===== src/sv/nv_record_commit_controller_macros.svh =====
`ifndef NV_RECORD_COMMIT_CONTROLLER_MACROS_SVH
`define NV_RECORD_COMMIT_CONTROLLER_MACROS_SVH

// Both macros sample on the rising edge of clock and are disabled during reset.
`define NVRC_ASSERT_IMPLY(lbl, pre, post, msg) \
   lbl: assert property (@(posedge clock) disable iff (reset) (pre) |-> (post)) \
      else $error(msg);

`define NVRC_ASSERT_NEXT(lbl, pre, post, msg) \
   lbl: assert property (@(posedge clock) disable iff (reset) (pre) |=> (post)) \
      else $error(msg);

`endif


===== src/sv/nvrc_pkg.sv =====
package nvrc_pkg;

   localparam int unsigned RECORD_LEN_DEFAULT = 32;
   localparam int unsigned MARK_ADDR_DEFAULT  = 34;

   localparam logic [15:0] CRC_INIT = 16'hFFFF;
   localparam logic [15:0] CRC_POLY = 16'h1021;
   localparam logic [7:0]  MAGIC_0  = 8'h4B;
   localparam logic [7:0]  MAGIC_1  = 8'h43;

   localparam logic [7:0] SCHEMA_RESET = 8'h00;
   localparam logic [7:0] MARK_RESET   = 8'hA5;

   localparam int unsigned CSR_IDX_W = 1;
   localparam logic [CSR_IDX_W-1:0] CSR_SCHEMA_ID   = 1'b0;
   localparam logic [CSR_IDX_W-1:0] CSR_COMMIT_MARK = 1'b1;

   localparam int unsigned RSP_DEPTH = 4;
   localparam int unsigned RSP_PTR_W = $clog2(RSP_DEPTH);
   localparam int unsigned RSP_CNT_W = $clog2(RSP_DEPTH + 1);

   typedef enum logic [2:0] {
      CMD_SET  = 3'd0,
      CMD_GET  = 3'd1,
      CMD_LOAD = 3'd2,
      CMD_SAVE = 3'd3,
      CMD_DATA = 3'd4
   } cmd_type;

   typedef enum logic [1:0] {
      KIND_READ  = 2'd0,
      KIND_WRITE = 2'd1,
      KIND_KEY   = 2'd2,
      KIND_DONE  = 2'd3
   } kind_type;

   typedef enum logic [4:0] {
      PH_IDLE   = 5'd0,
      PH_LHDR   = 5'd1,
      PH_LBODY  = 5'd2,
      PH_LCRCLO = 5'd3,
      PH_LCRCHI = 5'd4,
      PH_SSCAN  = 5'd5,
      PH_SCRCLO = 5'd6,
      PH_SCRCHI = 5'd7,
      PH_SMARK  = 5'd8,
      PH_WMARK0 = 5'd9,
      PH_VMARK0 = 5'd10,
      PH_WDATA  = 5'd11,
      PH_VDATA  = 5'd12,
      PH_WMARK1 = 5'd13,
      PH_VMARK1 = 5'd14
   } phase_type;

   typedef struct packed {
      logic [2:0] cmd;
      logic [4:0] key_slot;
      logic [7:0] key_byte;
      logic [7:0] read_byte;
   } item_type;

   typedef struct packed {
      kind_type   kind;
      logic [7:0] mem_address;
      logic [7:0] mem_wdata;
      logic [7:0] key_data;
      logic       status;
      logic       last;
   } rsp_type;

   typedef struct packed {
      logic [1:0] count;
      rsp_type    first;
      rsp_type    second;
   } push_type;

   function automatic logic [15:0] crc_step(input logic [15:0] crc, input logic [7:0] data);
      logic [15:0] c;
      c = crc ^ {data, 8'h00};
      for (int b = 0; b < 8; b++) begin
         c = c[15] ? ({c[14:0], 1'b0} ^ CRC_POLY) : {c[14:0], 1'b0};
      end
      return c;
   endfunction

   function automatic rsp_type make_rsp(input kind_type kind, input logic [7:0] addr,
                                        input logic [7:0] wdata, input logic [7:0] key,
                                        input logic status);
      rsp_type r;
      r.kind        = kind;
      r.mem_address = addr;
      r.mem_wdata   = wdata;
      r.key_data    = key;
      r.status      = status;
      r.last        = 1'b0;
      return r;
   endfunction

endpackage


===== src/sv/nv_record_commit_controller.sv =====
// Settings record controller for a byte-wide nonvolatile memory.
// The req channel carries commands: set key byte, get key byte, start load,
// start save, and memory read data returned for the last read request.
// The rsp channel carries memory read and write requests, key bytes and a
// done beat with status; last marks the final beat caused by one req beat.
// The csr port writes the schema byte and the commit mark value at any edge
// with csr_wr_en high; write it only while the block is idle (unchecked).
// An accepted req beat is held in the input register; the engine works on
// it combinationally and its results go into a four-entry response queue,
// which registers them. A req beat can be accepted every cycle while the
// queue has room; a beat that raises a write request gives two rsp beats,
// so the rsp port limits the sustained rate to one rsp beat per cycle.
// The req side stalls only while the queue cannot take two more beats.
// When the receiver stalls, rsp beats wait in the queue unchanged.
// Reset clears the key store, the engine state and the queue, and loads
// the csr defaults: schema 0 and commit mark 0xA5.
module nv_record_commit_controller #(
   parameter int unsigned RECORD_LEN = nvrc_pkg::RECORD_LEN_DEFAULT,
   parameter int unsigned MARK_ADDR  = nvrc_pkg::MARK_ADDR_DEFAULT
) (
   input  logic                           clock,
   input  logic                           reset,
   input  logic                           csr_wr_en,
   input  logic [nvrc_pkg::CSR_IDX_W-1:0] csr_index,
   input  logic [7:0]                     csr_wdata,
   input  logic                           req_valid,
   output logic                           req_stall,
   input  logic [2:0]                     req_cmd,
   input  logic [4:0]                     req_key_slot,
   input  logic [7:0]                     req_key_byte,
   input  logic [7:0]                     req_read_byte,
   output logic                           rsp_valid,
   input  logic                           rsp_stall,
   output logic [1:0]                     rsp_kind,
   output logic [7:0]                     rsp_mem_address,
   output logic [7:0]                     rsp_mem_wdata,
   output logic [7:0]                     rsp_key_data,
   output logic                           rsp_status,
   output logic                           rsp_last
);
   import nvrc_pkg::*;

   item_type item;
   logic     item_valid;
   logic     take;
   logic     room;
   push_type push;
   rsp_type  head;

   nvrc_req_reg u_req_reg (
      .clock         (clock),
      .reset         (reset),
      .req_valid     (req_valid),
      .req_stall     (req_stall),
      .req_cmd       (req_cmd),
      .req_key_slot  (req_key_slot),
      .req_key_byte  (req_key_byte),
      .req_read_byte (req_read_byte),
      .take          (take),
      .item_valid    (item_valid),
      .item          (item)
   );

   nvrc_engine #(
      .RECORD_LEN (RECORD_LEN),
      .MARK_ADDR  (MARK_ADDR)
   ) u_engine (
      .clock      (clock),
      .reset      (reset),
      .csr_wr_en  (csr_wr_en),
      .csr_index  (csr_index),
      .csr_wdata  (csr_wdata),
      .item_valid (item_valid),
      .item       (item),
      .room       (room),
      .take       (take),
      .push       (push)
   );

   nvrc_rsp_queue u_rsp_queue (
      .clock     (clock),
      .reset     (reset),
      .push      (push),
      .room      (room),
      .rsp_valid (rsp_valid),
      .rsp_stall (rsp_stall),
      .head      (head)
   );

   assign rsp_kind        = head.kind;
   assign rsp_mem_address = head.mem_address;
   assign rsp_mem_wdata   = head.mem_wdata;
   assign rsp_key_data    = head.key_data;
   assign rsp_status      = head.status;
   assign rsp_last        = head.last;

endmodule


===== src/sv/nvrc_req_reg.sv =====
module nvrc_req_reg (
   input  logic              clock,
   input  logic              reset,
   input  logic              req_valid,
   output logic              req_stall,
   input  logic [2:0]        req_cmd,
   input  logic [4:0]        req_key_slot,
   input  logic [7:0]        req_key_byte,
   input  logic [7:0]        req_read_byte,
   input  logic              take,
   output logic              item_valid,
   output nvrc_pkg::item_type item
);
   import nvrc_pkg::*;

   logic     valid_ff, valid_in;
   item_type item_ff, item_in;
   logic     accept;

   assign req_stall = valid_ff && !take;
   assign accept    = req_valid && !req_stall;

   always_comb begin
      valid_in = valid_ff;
      item_in  = item_ff;
      if (accept) begin
         valid_in          = 1'b1;
         item_in.cmd       = req_cmd;
         item_in.key_slot  = req_key_slot;
         item_in.key_byte  = req_key_byte;
         item_in.read_byte = req_read_byte;
      end else if (take) begin
         valid_in = 1'b0;
      end
   end

   always_ff @(posedge clock) begin
      if (reset) begin
         valid_ff <= 1'b0;
      end else begin
         valid_ff <= valid_in;
      end
   end

   always_ff @(posedge clock) begin
      item_ff <= item_in;
   end

   assign item_valid = valid_ff;
   assign item       = item_ff;

endmodule


===== src/sv/nvrc_engine.sv =====
`include "nv_record_commit_controller_macros.svh"

module nvrc_engine #(
   parameter int unsigned RECORD_LEN = nvrc_pkg::RECORD_LEN_DEFAULT,
   parameter int unsigned MARK_ADDR  = nvrc_pkg::MARK_ADDR_DEFAULT
) (
   input  logic                              clock,
   input  logic                              reset,
   input  logic                              csr_wr_en,
   input  logic [nvrc_pkg::CSR_IDX_W-1:0]    csr_index,
   input  logic [7:0]                        csr_wdata,
   input  logic                              item_valid,
   input  nvrc_pkg::item_type                item,
   input  logic                              room,
   output logic                              take,
   output nvrc_pkg::push_type                push
);
   import nvrc_pkg::*;

   localparam int unsigned NUM_KEYS  = RECORD_LEN - 3;
   localparam int unsigned KIDX_W    = (NUM_KEYS > 1) ? $clog2(NUM_KEYS) : 1;
   localparam logic [7:0]  KEY_CNT8  = 8'(NUM_KEYS);
   localparam logic [7:0]  RL8       = 8'(RECORD_LEN);
   localparam logic [7:0]  RL1       = 8'(RECORD_LEN + 1);
   localparam logic [7:0]  RL2       = 8'(RECORD_LEN + 2);
   localparam logic [7:0]  MARK8     = 8'(MARK_ADDR);

   phase_type   phase_ff, phase_in;
   logic [15:0] crc_ff, crc_in;
   logic [7:0]  bp_ff, bp_in;
   logic        unch_ff, unch_in;
   logic [7:0]  schema_ff;
   logic [7:0]  mark_ff;
   logic [7:0]  key_store_ff [NUM_KEYS];

   logic        idle;
   logic        is_data;
   logic [7:0]  d;
   logic [7:0]  bp_inc;
   logic [7:0]  store_addr;
   logic        key_hit;
   logic [7:0]  key_rd;
   logic [7:0]  rec_byte;
   logic [7:0]  hdr_want;
   logic [15:0] crc_next;
   logic [7:0]  wa;
   logic [7:0]  wv;
   logic        key_we;
   logic [7:0]  key_wdata;
   rsp_type     r0, r1;
   logic [1:0]  cnt;
   logic        done_beat;
   logic        busy_cmd;

   assign idle       = (phase_ff == PH_IDLE);
   assign take       = item_valid && room;
   assign is_data    = (item.cmd == CMD_DATA);
   assign d          = item.read_byte;
   assign bp_inc     = bp_ff + 8'd1;
   assign store_addr = idle ? {3'b000, item.key_slot} : (bp_ff - 8'd3);
   assign key_hit    = (store_addr < KEY_CNT8);
   assign key_rd     = key_hit ? key_store_ff[store_addr[KIDX_W-1:0]] : 8'h00;

   always_comb begin
      case (bp_ff)
         8'd0:    rec_byte = MAGIC_0;
         8'd1:    rec_byte = MAGIC_1;
         8'd2:    rec_byte = schema_ff;
         default: rec_byte = key_rd;
      endcase
   end

   always_comb begin
      case (bp_ff)
         8'd0:    hdr_want = mark_ff;
         8'd1:    hdr_want = MAGIC_0;
         8'd2:    hdr_want = MAGIC_1;
         default: hdr_want = schema_ff;
      endcase
   end

   assign crc_next = crc_step(crc_ff, (phase_ff == PH_LBODY) ? d : rec_byte);

   always_comb begin
      case (phase_ff)
         PH_WDATA, PH_VDATA: begin
            wa = bp_ff;
            if (bp_ff < RL8) begin
               wv = rec_byte;
            end else if (bp_ff == RL8) begin
               wv = crc_ff[7:0];
            end else begin
               wv = crc_ff[15:8];
            end
         end
         PH_WMARK1, PH_VMARK1: begin
            wa = MARK8;
            wv = mark_ff;
         end
         default: begin
            wa = MARK8;
            wv = 8'h00;
         end
      endcase
   end

   always_comb begin
      phase_in  = phase_ff;
      crc_in    = crc_ff;
      bp_in     = bp_ff;
      unch_in   = unch_ff;
      key_we    = 1'b0;
      key_wdata = item.key_byte;
      r0        = make_rsp(KIND_READ, 8'h00, 8'h00, 8'h00, 1'b0);
      r1        = make_rsp(KIND_READ, 8'h00, 8'h00, 8'h00, 1'b0);
      cnt       = 2'd0;
      if (idle) begin
         case (item.cmd)
            CMD_SET: begin
               key_we = key_hit;
            end
            CMD_GET: begin
               r0  = make_rsp(KIND_KEY, 8'h00, 8'h00, key_rd, 1'b0);
               cnt = 2'd1;
            end
            CMD_LOAD: begin
               crc_in   = CRC_INIT;
               bp_in    = 8'd0;
               phase_in = PH_LHDR;
               r0       = make_rsp(KIND_READ, MARK8, 8'h00, 8'h00, 1'b0);
               cnt      = 2'd1;
            end
            CMD_SAVE: begin
               crc_in   = CRC_INIT;
               bp_in    = 8'd0;
               unch_in  = 1'b1;
               phase_in = PH_SSCAN;
               r0       = make_rsp(KIND_READ, 8'h00, 8'h00, 8'h00, 1'b0);
               cnt      = 2'd1;
            end
            default: begin
            end
         endcase
      end else if (is_data) begin
         cnt = 2'd1;
         case (phase_ff)
            PH_LHDR: begin
               if (d != hdr_want) begin
                  r0       = make_rsp(KIND_DONE, 8'h00, 8'h00, 8'h00, 1'b1);
                  phase_in = PH_IDLE;
               end else if (bp_ff < 8'd3) begin
                  bp_in = bp_inc;
                  r0    = make_rsp(KIND_READ, bp_ff, 8'h00, 8'h00, 1'b0);
               end else begin
                  phase_in = PH_LBODY;
                  bp_in    = 8'd0;
                  r0       = make_rsp(KIND_READ, 8'h00, 8'h00, 8'h00, 1'b0);
               end
            end
            PH_LBODY: begin
               crc_in    = crc_next;
               key_we    = key_hit;
               key_wdata = d;
               bp_in     = bp_inc;
               if (bp_inc < RL8) begin
                  r0 = make_rsp(KIND_READ, bp_inc, 8'h00, 8'h00, 1'b0);
               end else begin
                  phase_in = PH_LCRCLO;
                  r0       = make_rsp(KIND_READ, RL8, 8'h00, 8'h00, 1'b0);
               end
            end
            PH_LCRCLO: begin
               if (d != crc_ff[7:0]) begin
                  r0       = make_rsp(KIND_DONE, 8'h00, 8'h00, 8'h00, 1'b1);
                  phase_in = PH_IDLE;
               end else begin
                  phase_in = PH_LCRCHI;
                  r0       = make_rsp(KIND_READ, RL1, 8'h00, 8'h00, 1'b0);
               end
            end
            PH_LCRCHI: begin
               r0       = make_rsp(KIND_DONE, 8'h00, 8'h00, 8'h00, d != crc_ff[15:8]);
               phase_in = PH_IDLE;
            end
            PH_SSCAN: begin
               crc_in = crc_next;
               bp_in  = bp_inc;
               if (d != rec_byte) begin
                  unch_in = 1'b0;
               end
               if (bp_inc < RL8) begin
                  r0 = make_rsp(KIND_READ, bp_inc, 8'h00, 8'h00, 1'b0);
               end else if (!unch_ff || (d != rec_byte)) begin
                  phase_in = PH_WMARK0;
                  bp_in    = 8'd0;
                  r0       = make_rsp(KIND_READ, MARK8, 8'h00, 8'h00, 1'b0);
               end else begin
                  phase_in = PH_SCRCLO;
                  r0       = make_rsp(KIND_READ, RL8, 8'h00, 8'h00, 1'b0);
               end
            end
            PH_SCRCLO, PH_SCRCHI, PH_SMARK: begin
               if (((phase_ff == PH_SCRCLO) && (d != crc_ff[7:0])) ||
                   ((phase_ff == PH_SCRCHI) && (d != crc_ff[15:8])) ||
                   ((phase_ff == PH_SMARK) && (d != mark_ff))) begin
                  unch_in  = 1'b0;
                  phase_in = PH_WMARK0;
                  bp_in    = 8'd0;
                  r0       = make_rsp(KIND_READ, MARK8, 8'h00, 8'h00, 1'b0);
               end else if (phase_ff == PH_SCRCLO) begin
                  phase_in = PH_SCRCHI;
                  r0       = make_rsp(KIND_READ, RL1, 8'h00, 8'h00, 1'b0);
               end else if (phase_ff == PH_SCRCHI) begin
                  phase_in = PH_SMARK;
                  r0       = make_rsp(KIND_READ, MARK8, 8'h00, 8'h00, 1'b0);
               end else begin
                  r0       = make_rsp(KIND_DONE, 8'h00, 8'h00, 8'h00, 1'b0);
                  phase_in = PH_IDLE;
               end
            end
            PH_WMARK0, PH_WDATA, PH_WMARK1: begin
               phase_in = phase_type'(phase_ff + 5'd1);
               if (d != wv) begin
                  r0  = make_rsp(KIND_WRITE, wa, wv, 8'h00, 1'b0);
                  r1  = make_rsp(KIND_READ, wa, 8'h00, 8'h00, 1'b0);
                  cnt = 2'd2;
               end else begin
                  r0 = make_rsp(KIND_READ, wa, 8'h00, 8'h00, 1'b0);
               end
            end
            PH_VMARK0, PH_VDATA, PH_VMARK1: begin
               if (d != wv) begin
                  r0       = make_rsp(KIND_DONE, 8'h00, 8'h00, 8'h00, 1'b1);
                  phase_in = PH_IDLE;
               end else if (phase_ff == PH_VMARK0) begin
                  phase_in = PH_WDATA;
                  bp_in    = 8'd0;
                  r0       = make_rsp(KIND_READ, 8'h00, 8'h00, 8'h00, 1'b0);
               end else if ((phase_ff == PH_VDATA) && (bp_inc < RL2)) begin
                  phase_in = PH_WDATA;
                  bp_in    = bp_inc;
                  r0       = make_rsp(KIND_READ, bp_inc, 8'h00, 8'h00, 1'b0);
               end else if (phase_ff == PH_VDATA) begin
                  phase_in = PH_WMARK1;
                  r0       = make_rsp(KIND_READ, MARK8, 8'h00, 8'h00, 1'b0);
               end else begin
                  r0       = make_rsp(KIND_DONE, 8'h00, 8'h00, 8'h00, 1'b0);
                  phase_in = PH_IDLE;
               end
            end
            default: begin
               cnt = 2'd0;
            end
         endcase
      end
      if (cnt == 2'd1) begin
         r0.last = 1'b1;
      end
      if (cnt == 2'd2) begin
         r1.last = 1'b1;
      end
   end

   always_ff @(posedge clock) begin
      if (reset) begin
         phase_ff <= PH_IDLE;
         crc_ff   <= CRC_INIT;
         bp_ff    <= 8'd0;
         unch_ff  <= 1'b1;
      end else if (take) begin
         phase_ff <= phase_in;
         crc_ff   <= crc_in;
         bp_ff    <= bp_in;
         unch_ff  <= unch_in;
      end
   end

   always_ff @(posedge clock) begin
      if (reset) begin
         schema_ff <= SCHEMA_RESET;
         mark_ff   <= MARK_RESET;
      end else if (csr_wr_en) begin
         case (csr_index)
            CSR_SCHEMA_ID:   schema_ff <= csr_wdata;
            CSR_COMMIT_MARK: mark_ff   <= csr_wdata;
            default: begin
            end
         endcase
      end
   end

   always_ff @(posedge clock) begin
      if (reset) begin
         for (int i = 0; i < NUM_KEYS; i++) begin
            key_store_ff[i] <= 8'h00;
         end
      end else if (take && key_we) begin
         key_store_ff[store_addr[KIDX_W-1:0]] <= key_wdata;
      end
   end

   always_comb begin
      push.count  = take ? cnt : 2'd0;
      push.first  = r0;
      push.second = r1;
   end

   assign done_beat = take && (cnt == 2'd1) && (r0.kind == KIND_DONE);
   assign busy_cmd  = take && !idle && !is_data;

   `NVRC_ASSERT_NEXT(a_done_returns_idle, done_beat, phase_ff == PH_IDLE, "done left engine busy")
   `NVRC_ASSERT_IMPLY(a_busy_ignores_cmds, busy_cmd, push.count == 2'd0, "busy cmd gave a beat")

endmodule


===== src/sv/nvrc_rsp_queue.sv =====
`include "nv_record_commit_controller_macros.svh"

module nvrc_rsp_queue (
   input  logic               clock,
   input  logic               reset,
   input  nvrc_pkg::push_type push,
   output logic               room,
   output logic               rsp_valid,
   input  logic               rsp_stall,
   output nvrc_pkg::rsp_type  head
);
   import nvrc_pkg::*;

   rsp_type                q_ff [RSP_DEPTH];
   logic [RSP_PTR_W-1:0]   wr_ff, wr_in;
   logic [RSP_PTR_W-1:0]   rd_ff, rd_in;
   logic [RSP_CNT_W-1:0]   count_ff, count_in;
   logic [RSP_PTR_W-1:0]   wr_next;
   logic                   pop;

   assign rsp_valid = (count_ff != '0);
   assign pop       = rsp_valid && !rsp_stall;
   assign room      = (count_ff <= RSP_CNT_W'(RSP_DEPTH - 2));
   assign head      = q_ff[rd_ff];
   assign wr_next   = wr_ff + RSP_PTR_W'(1);

   always_comb begin
      wr_in    = wr_ff + RSP_PTR_W'(push.count);
      rd_in    = pop ? (rd_ff + RSP_PTR_W'(1)) : rd_ff;
      count_in = count_ff + RSP_CNT_W'(push.count) - RSP_CNT_W'(pop);
   end

   always_ff @(posedge clock) begin
      if (reset) begin
         wr_ff    <= '0;
         rd_ff    <= '0;
         count_ff <= '0;
      end else begin
         wr_ff    <= wr_in;
         rd_ff    <= rd_in;
         count_ff <= count_in;
      end
   end

   always_ff @(posedge clock) begin
      if (push.count != 2'd0) begin
         q_ff[wr_ff] <= push.first;
      end
      if (push.count == 2'd2) begin
         q_ff[wr_next] <= push.second;
      end
   end

   `NVRC_ASSERT_IMPLY(a_push_has_room, push.count != 2'd0, count_ff <= RSP_CNT_W'(RSP_DEPTH - 2), "results pushed into a full queue")
   `NVRC_ASSERT_IMPLY(a_pair_last_on_second, push.count == 2'd2, push.second.last && !push.first.last, "last flag misplaced on a result pair")

endmodule

===== config.mk =====
export PLATFORM = sky130hd
export DESIGN_NAME = nv_record_commit_controller
export DESIGN_NICKNAME = d
export VERILOG_FILES = /design/src/sv/nvrc_pkg.sv /design/src/sv/nv_record_commit_controller.sv /design/src/sv/nvrc_req_reg.sv /design/src/sv/nvrc_engine.sv /design/src/sv/nvrc_rsp_queue.sv
export VERILOG_INCLUDE_DIRS = /design/src /design/src/sv
export SDC_FILE = /design/constraint.sdc
export NUM_CORES = 1
export LEC_CHECK = 0
export ABC_AREA = 1
export BUFFER_PORTS_ARGS = -buffer_cell sky130_fd_sc_hd__buf_2
export CAP_MARGIN = 20
export CORE_MARGIN = 5
export CORE_UTILIZATION = 54
export DETAILED_ROUTE_END_ITERATION = 12
export PLACE_DENSITY = 0.69
export SKIP_CTS_REPAIR_TIMING = 1
export SLEW_MARGIN = 20
export SYNTH_ARGS = -nofsm -noshare
export SYNTH_HDL_FRONTEND = slang
export SYNTH_SLANG_ARGS = --single-unit

===== constraint.sdc =====
create_clock -name clock -period 3.99 [get_ports clock]
set_input_delay 0.399 -clock clock [delete_from_list [all_inputs] [get_ports clock]]
set_output_delay 0.399 -clock clock [all_outputs]
set_load 0.01 [all_outputs]

==> impl_metrics.py, run 1 <==
metrics = {
    "outcome": {
        "outcome": "finished, violations left",
        "failed_checks": "negative setup slack",
    },
    "worst_setup_path": {
        "endpoint_kind": "register",
        "critPathLaunchType": "register",
        "cp_max_fo": 8,
        "worst_setup_path_startpoint": "u_engine.phase_ff[1]$_SDFFE_PP0P_",
        "critical_path.slowest_cell": "dfxtp_2",
        "worst-endpoint-required_ns": 4.33,
        "regToRegEndpoint": "u_rsp_queue.q_ff[3][25]$_DFFE_PP_",
        "critical_path.endpoint": "u_rsp_queue.q_ff[3][25]$_DFFE_PP_",
        "critical_path_class": "register to register",
        "worstReg2RegStart": "u_engine.phase_ff[1]$_SDFFE_PP0P_",
        "critical_path_at_ns": 4.50,
        "path_common_cell": "nand2_1",
        "timing.reg2reg.worst_path_depth": 34,
        "worst-r2r-setup-slack_ns": -0.17,
        "max_stage_delay_ns": 0.33,
    },
    "layout": {
        "count_of_non_filler_cells_in_the_finished_layout": 4128,
        "areaGrowthSynthToFinish_pct": 27.4,
        "share_of_post_route_cells_with_drive_strength_above_1_pct": 21.4,
        "final.fill_count": 3461,
        "insertedDiodeCount": 0,
        "final_nets": 3547,
    },
    "placement": {
        "detailedPlacementHpwl_um": 50800,
        "dpl.cell_count": 3947,
        "place.gp.congestion": 0.992,
        "place.port_buffers": 67,
    },
    "clocking": {
        "insertion_delay_ns": 0.59,
        "ctsHtreeMaxLevel": 2,
        "path_clk_slew_ns": 0.07,
        "tritoncts_buffers": 48,
        "cts_tree": "yes",
        "ctsRootBufferMaster": "clkbuf_16",
        "number_of_buffers_between_clock_root_and_the_deepest_sink": 3,
        "clock-sinks": 448,
    },
    "floorplanning": {
        "number_of_top_level_pins": 68,
        "std_cell_rows": 77,
        "chipWidth_um": 221,
        "die-height_um": 221,
        "initial_utilization_pct": 54.5,
        "design.core.area_mm2": 0.0442,
        "fp.dieArea_mm2": 0.0490,
    },
    "timing": {
        "rsz_0062_raised_after_global_routing": "yes",
        "period_share_pct": 104,
        "final-max-slew-violation-count": 0,
        "final_period_minus_worst_setup_slack_ns": 4.16,
        "fmaxAchievable_ghz": 0.240,
        "tightest_slew_ns": 1.13,
        "fin_tns_setup_ns": -14.88,
        "maxSlewHeadroom_pct": 24.0,
        "finalSetupViolCount": 150,
        "finalHoldViolations": 0,
        "setup_clock_skew_after_layout_ns": 0.0216,
        "final.setup.worst_slack_ns": -0.169,
    },
    "worst_hold_path": {
        "hold_path.class": "input port to register",
    },
    "job": {
        "timing.max_cap.violations": 0,
    },
    "detailed_routing": {
        "routed-via-count": 23300,
        "post_drt_wl_per_cell_um": 19.3,
        "detail_route.drc_violations": 0,
        "detail-route-antenna-nets": 0,
        "initialDrtViolationCount": 2898,
        "wirelength_um": 79900,
        "drt-vias-per-instance": 5.64,
        "drt_first_pass_iters": 7,
    },
    "synth": {
        "synth_area_per_cell_um2": 7.61,
        "yosys_warnings": 0,
        "synth.ff_latch_count": 448,
        "synth_top_flop_cell": "edfxtp_1",
        "synth_async_sr_flop_share_pct": 0,
        "synth_seq_area_share_pct": 50.3,
        "syn-cell-area_mm2": 0.0241,
        "post_synth_num_cell_types": 48,
        "synth-edff-count": 316,
        "postSynthCellCount": 3171,
    },
    "pwr": {
        "powerDensity_mw_per_mm2": 493,
        "ir_drop_v": 0.000475,
        "total_leakage_power_nw": 14.3,
    },
    "global_routing": {
        "grt_pass1_wl_um": 115000,
        "pin_count_of_the_biggest_net_entering_global_routing": 67,
        "global_route.usage.total_pct": 29.0,
        "grt.overflow.total": 0,
        "antenna_violations_before_repair": 0,
        "first_global_vias": 21500,
    },
}
[report_power, final]
part	switching [mW]	leakage (nW)	internal, mW	total (mW)
Sequential	0.222	4.26	5.35	5.57
Combinational	3.10	9.30	2.01	5.11
Clock	1.86	0.772	2.62	4.48
[registers in the layout, indices dropped and copies added (netlist names), named ones only]
name                   flops
u_engine.bp_ff             8
u_engine.crc_ff           16
u_engine.key_store_ff    256
u_engine.mark_ff           8
u_engine.phase_ff          5
u_engine.schema_ff         8
u_engine.unch_ff           1
u_req_reg.item            24
u_req_reg.item_valid       1
u_rsp_queue.count_ff       3
u_rsp_queue.q_ff         112
u_rsp_queue.rd_ff          2
u_rsp_queue.wr_ff          2
[per-stage QoR]
| stage | total power, mW | utilization (%) | instance area, um^2 | hold WS, ns | setup slack, ns |
|---|---|---|---|---|---|
| 6_report | 15.2 | 69.5 | 30700 | 0.0355 | -0.169 |
| 5_1_grt | 15.8 | 69.5 | 30700 | 0.0294 | -0.335 |
| 4_1_cts | 14.3 | 63.9 | 28200 | -0.0494 | -0.448 |
| 3_5_place_dp | 9.83 | 60.3 | 26700 | 0.463 | -0.414 |
| 3_3_place_gp | 9.77 | 60.3 | 26700 | 0.454 | -0.350 |
| 2_1_floorplan | 8.11 | - | 24200 | 0.436 | 0.364 |
[worst min-delay path by stage]
stage / from / end / slack, ns / cells past startpoint
global route: csr_wdata[2] / u_engine.mark_ff[2]$_SDFFE_PP1P_ / 0.03 / 3
finish: csr_wdata[2] / u_engine.mark_ff[2]$_SDFFE_PP1P_ / 0.04 / 3
floorplan: u_rsp_queue.rd_ff[1]$_SDFFE_PP0P_ / register / 0.44 / 2
CTS: req_cmd[1] / u_req_reg.item[22]$_DFFE_PP_ / -0.05 / 1
detailed placement: u_rsp_queue.q_ff[1][1]$_SDFFE_PP0P_ / u_rsp_queue.q_ff[1][1]$_SDFFE_PP0P_ / 0.46 / 2
global placement: u_rsp_queue.q_ff[3][6]$_SDFFE_PP0N_ / u_rsp_queue.q_ff[3][6]$_SDFFE_PP0N_ / 0.45 / 2
[layout by cell type, fill, tap and decap left out, drive strengths merged]
cell type	instances
nand4	29
dlygate4sd3	24
conb	24
nor4	4
nand3	180
or2	22
o22ai	26
xor2	28
a21oi	134
nand2	958
nand3b	11
a311oi	1
edfxtp	316
a21boi	4
nor3	20
nor2	534
o31ai	2
inv	345
dfxtp	132
clkbuf	81
ha	12
a221oi	1
clkinvlp	1
a31oi	11
fa	1
clkinv	16
o21ai	199
bufinv	4
o311ai	1
and2	1
o211ai	12
a2111oi	1
xnor2	19
buf	379
a211oi	3
[kinds of logic (layout without fill, tap and decap cells)]
family                   Yosys count  after routing  share of synthesized area (%)
AND/OR/NAND/NOR                 1755           1759                           29.7
buffers and inverters            512            850                           8.89
flip-flops                       448            448                           50.3
AO/OA/AOI/OAI                    395            395                           8.73
XOR/XNOR                          47             47                           1.71
adder cells (fa/ha/maj)           13             13                          0.705
other                              1             24                         0.0155
[per-layer routing]
metal	part of all wire (%)	global-route usage, %	up-vias
met1	40	39.6	10900
met4	3.5	10.7	0
met2	47	46.6	1336
met3	9.9	5.27	224
met5	0	0	-
li1	-	-	10800
[cells in the mapped netlist (27+ instances only)]
library cell	instances	share of area, %
o21ai_0	174	3.6
nor2_1	524	8.2
xor2_1	28	1.0
a21oi_1	134	2.8
buf_2	48	1.0
inv_1	334	5.2
dfxtp_1	132	11
nand2_1	946	15
edfxtp_1	316	39
nand3_1	170	3.5
nand4_1	27	0.70
clkbuf_1	89	1.4
[critical path, delay by kind of cell (launching register included)]
family                     cells  cell delay [ns]
and+or+nand+nor               25             2.42
buffers and inverters          7             0.91
DFF                            1             0.33
adders and majority gates      1             0.15
AOI/OAI and AO/OA              1             0.06
[final cells by class]
cell class	instances	area [um^2]	area share, %
flip-flops and latches	448	12100	39.5
multi-input cells	2238	11200	36.3
repair buffers	417	3830	12.5
clock buffers	67	1350	4.38
inverters	343	1300	4.24
well taps	592	741	2.41
clock inverters	23	226	0.737
(Power assumes the default switching activity.)
==> run 2: changes to the inputs <==
--- a/config.mk
+++ b/config.mk
@@ -13,6 +13,8 @@
 export CORE_UTILIZATION = 54
 export DETAILED_ROUTE_END_ITERATION = 12
 export PLACE_DENSITY = 0.69
+export RECOVER_POWER = 50
+export REMOVE_ABC_BUFFERS = 1
 export SKIP_CTS_REPAIR_TIMING = 1
 export SLEW_MARGIN = 20
 export SYNTH_ARGS = -nofsm -noshare
==> impl_metrics.py, run 2 (same netlist as run 1, synthesis figures left out) <==
metrics = {
    "layout": {
        "mostFrequentLayoutCell": "nand2_1",
        "stdcell_area_mm2": 0.0299,
        "multiInputGateArea_mm2": 0.0106,
        "final_nets": 3536,
        "final.fill_count": 3661,
        "flip_flop_count_of_the_largest_register_all_copies_and_words_added": 256,
        "final-seq-area_mm2": 0.0121,
        "areaGrowthSynthToFinish_pct": 23.8,
        "layout.cells.most_common_list": "nand2_1, nor2_1, inv_1",
        "fin_util_pct": 67.5,
        "insertedDiodeCount": 0,
        "register_name_with_the_most_flops": "u_engine.key_store_ff",
        "share_of_post_route_cells_with_drive_strength_above_1_pct": 17.9,
    },
    "global_routing": {
        "grt.overflow.total": 0,
        "first_global_vias": 21400,
        "pin_count_of_the_biggest_net_entering_global_routing": 67,
        "global_route.usage.total_pct": 29.5,
        "antenna_violations_before_repair": 0,
        "grt_pass1_wl_um": 117000,
    },
    "timing": {
        "final_period_minus_worst_setup_slack_ns": 4.28,
        "finalHoldViolations": 0,
        "period_share_pct": 107,
        "fin_tns_setup_ns": -25.02,
        "hold_ws_ns": 0.0392,
        "fmaxAchievable_ghz": 0.234,
        "final-max-slew-violation-count": 65,
        "tightest_slew_ns": 1.74,
        "maxSlewHeadroom_pct": -15.9,
        "final.setup.worst_slack_ns": -0.288,
        "setup_clock_skew_after_layout_ns": 0.0182,
        "finalSetupViolCount": 154,
        "rsz_0062_raised_after_global_routing": "yes",
    },
    "placement": {
        "placement.setup.worst_slack_ns": -0.513,
        "detailedPlacementHpwl_um": 51600,
        "place.gp.congestion": 0.954,
        "detailed_place.area_mm2": 0.0268,
        "place.port_buffers": 67,
    },
    "worst_setup_path": {
        "path_common_cell": "buf_6",
        "max_stage_delay_ns": 0.32,
        "worst-r2r-setup-slack_ns": -0.29,
        "cp_max_fo": 7,
        "worst-endpoint-required_ns": 4.44,
        "worstReg2RegStart": "u_engine.phase_ff[1]$_SDFFE_PP0P_",
        "timing.reg2reg.worst_path_depth": 31,
        "critical_path_class": "register to register",
        "critical_path_at_ns": 4.73,
        "endpoint_kind": "register",
        "critical_path.slowest_cell": "dfxtp_2",
        "regToRegEndpoint": "u_rsp_queue.q_ff[1][24]$_DFFE_PP_",
        "critPathLaunchType": "register",
    },
    "floorplanning": {
        "fp.dieArea_mm2": 0.0490,
        "number_of_top_level_pins": 68,
        "std_cell_rows": 77,
        "chipWidth_um": 221,
        "die-height_um": 221,
        "design.core.area_mm2": 0.0442,
        "initial_utilization_pct": 54.5,
    },
    "clocking": {
        "ctsHtreeMaxLevel": 2,
        "ctsRootBufferMaster": "clkbuf_16",
        "path_clk_slew_ns": 0.06,
        "number_of_buffers_between_clock_root_and_the_deepest_sink": 3,
        "tritoncts_buffers": 48,
        "clock-sinks": 448,
        "insertion_delay_ns": 0.60,
        "cts_tree": "yes",
    },
    "detailed_routing": {
        "wirelength_um": 77000,
        "post_drt_wl_per_cell_um": 18.7,
        "routed-via-count": 22900,
        "initialDrtViolationCount": 2590,
        "detail-route-antenna-nets": 0,
        "drt-vias-per-instance": 5.56,
        "detail_route.drc_violations": 0,
        "drt_first_pass_iters": 6,
    },
    "worst_hold_path": {
        "worst_hold_path.endpoint": "u_req_reg.item_valid$_SDFFE_PP0P_",
        "timing.hold.worst.start": "req_valid",
        "hold_path.class": "input port to register",
        "holdPathStages": 3,
    },
    "job": {
        "timing.max_cap.violations": 1,
    },
    "outcome": {
        "outcome": "finished, violations left",
        "failed_checks": "max-capacitance violations, max-slew violations, negative setup slack",
    },
    "pwr": {
        "total_leakage_power_nw": 14.1,
        "ir_drop_v": 0.000401,
        "powerDensity_mw_per_mm2": 498,
    },
}
[run 2: changes by cell type in the layout (fill, tap and decap cells not counted), sizes merged]
cell / change
buf: -41
clkbuf: +25
bufinv: +2
clkinvlp: +2
clkinv: -1
inv: +1
nand3: -1
nor2: +1
[run 2: how the worst max path moves through the flow]
stage | start | endpoint | slack, ns | cells past startpoint
floorplan | u_engine.phase_ff[0]$_SDFFE_PP0P_ | u_rsp_queue.q_ff[0][0]$_DFFE_PP_ | -2.24 | 25
global placement | u_engine.phase_ff[0]$_SDFFE_PP0P_ | u_rsp_queue.count_ff[2]$_SDFF_PP0_ | -0.51 | 32
detailed placement | u_engine.phase_ff[1]$_SDFFE_PP0P_ | u_rsp_queue.count_ff[1]$_SDFF_PP0_ | -0.51 | 32
CTS | u_engine.phase_ff[0]$_SDFFE_PP0P_ | u_rsp_queue.q_ff[0][18]$_DFFE_PP_ | -0.53 | 33
global route | u_engine.phase_ff[1]$_SDFFE_PP0P_ | u_rsp_queue.q_ff[1][24]$_DFFE_PP_ | -0.50 | 31
finish | u_engine.phase_ff[1]$_SDFFE_PP0P_ | u_rsp_queue.q_ff[1][24]$_DFFE_PP_ | -0.29 | 31
[run 2: final cells by class]
class,instances,share of cell area [%]
Clock buffer,62,4.48
Clock inverter,27,1.06
Inverter,343,4.32
Multi-Input combinational cell,2238,35.6
Sequential cell,448,40.7
Tap cell,592,2.48
Timing Repair Buffer,406,11.5
[run 2: critical path: cells and delay by family, from the launching register on]
family / cells / cell delay, ns
AOI/OAI and AO/OA: 2 / 0.37
adders and majority gates: 1 / 0.14
buffers and inverters: 9 / 1.18
DFF: 1 / 0.32
and+or+nand+nor: 19 / 2.09
[run 2: metal layers]
| metal | wire length (um) | up-vias | track usage, % |
|---|---|---|---|
| met1 | 32900 | 10800 | 42.6 |
| met3 | 7160 | 158 | 4.55 |
| met2 | 35000 | 1136 | 46.6 |
| met4 | 1870 | 0 | 8.46 |
| li1 | - | 10800 | - |
| met5 | 0 | - | 0 |
[run 2: power by group]
| part | switching, mW | total [mW] | internal (mW) |
|---|---|---|---|
| registers | 0.218 | 5.57 | 5.35 |
| clock network | 1.95 | 4.71 | 2.77 |
| logic | 2.88 | 4.59 | 1.71 |
| total | 5.05 | 14.9 | 9.82 |
[run 2: stage by stage]
| step | std cells | power [mW] |
|---|---|---|
| 3_3_place_gp | 3963 | 9.73 |
| 5_1_grt | 4116 | 15.6 |
| 2_1_floorplan | 3025 | 7.96 |
| 6_report | 4116 | 14.9 |
| 3_5_place_dp | 3963 | 9.79 |
| 4_1_cts | 4052 | 14.5 |
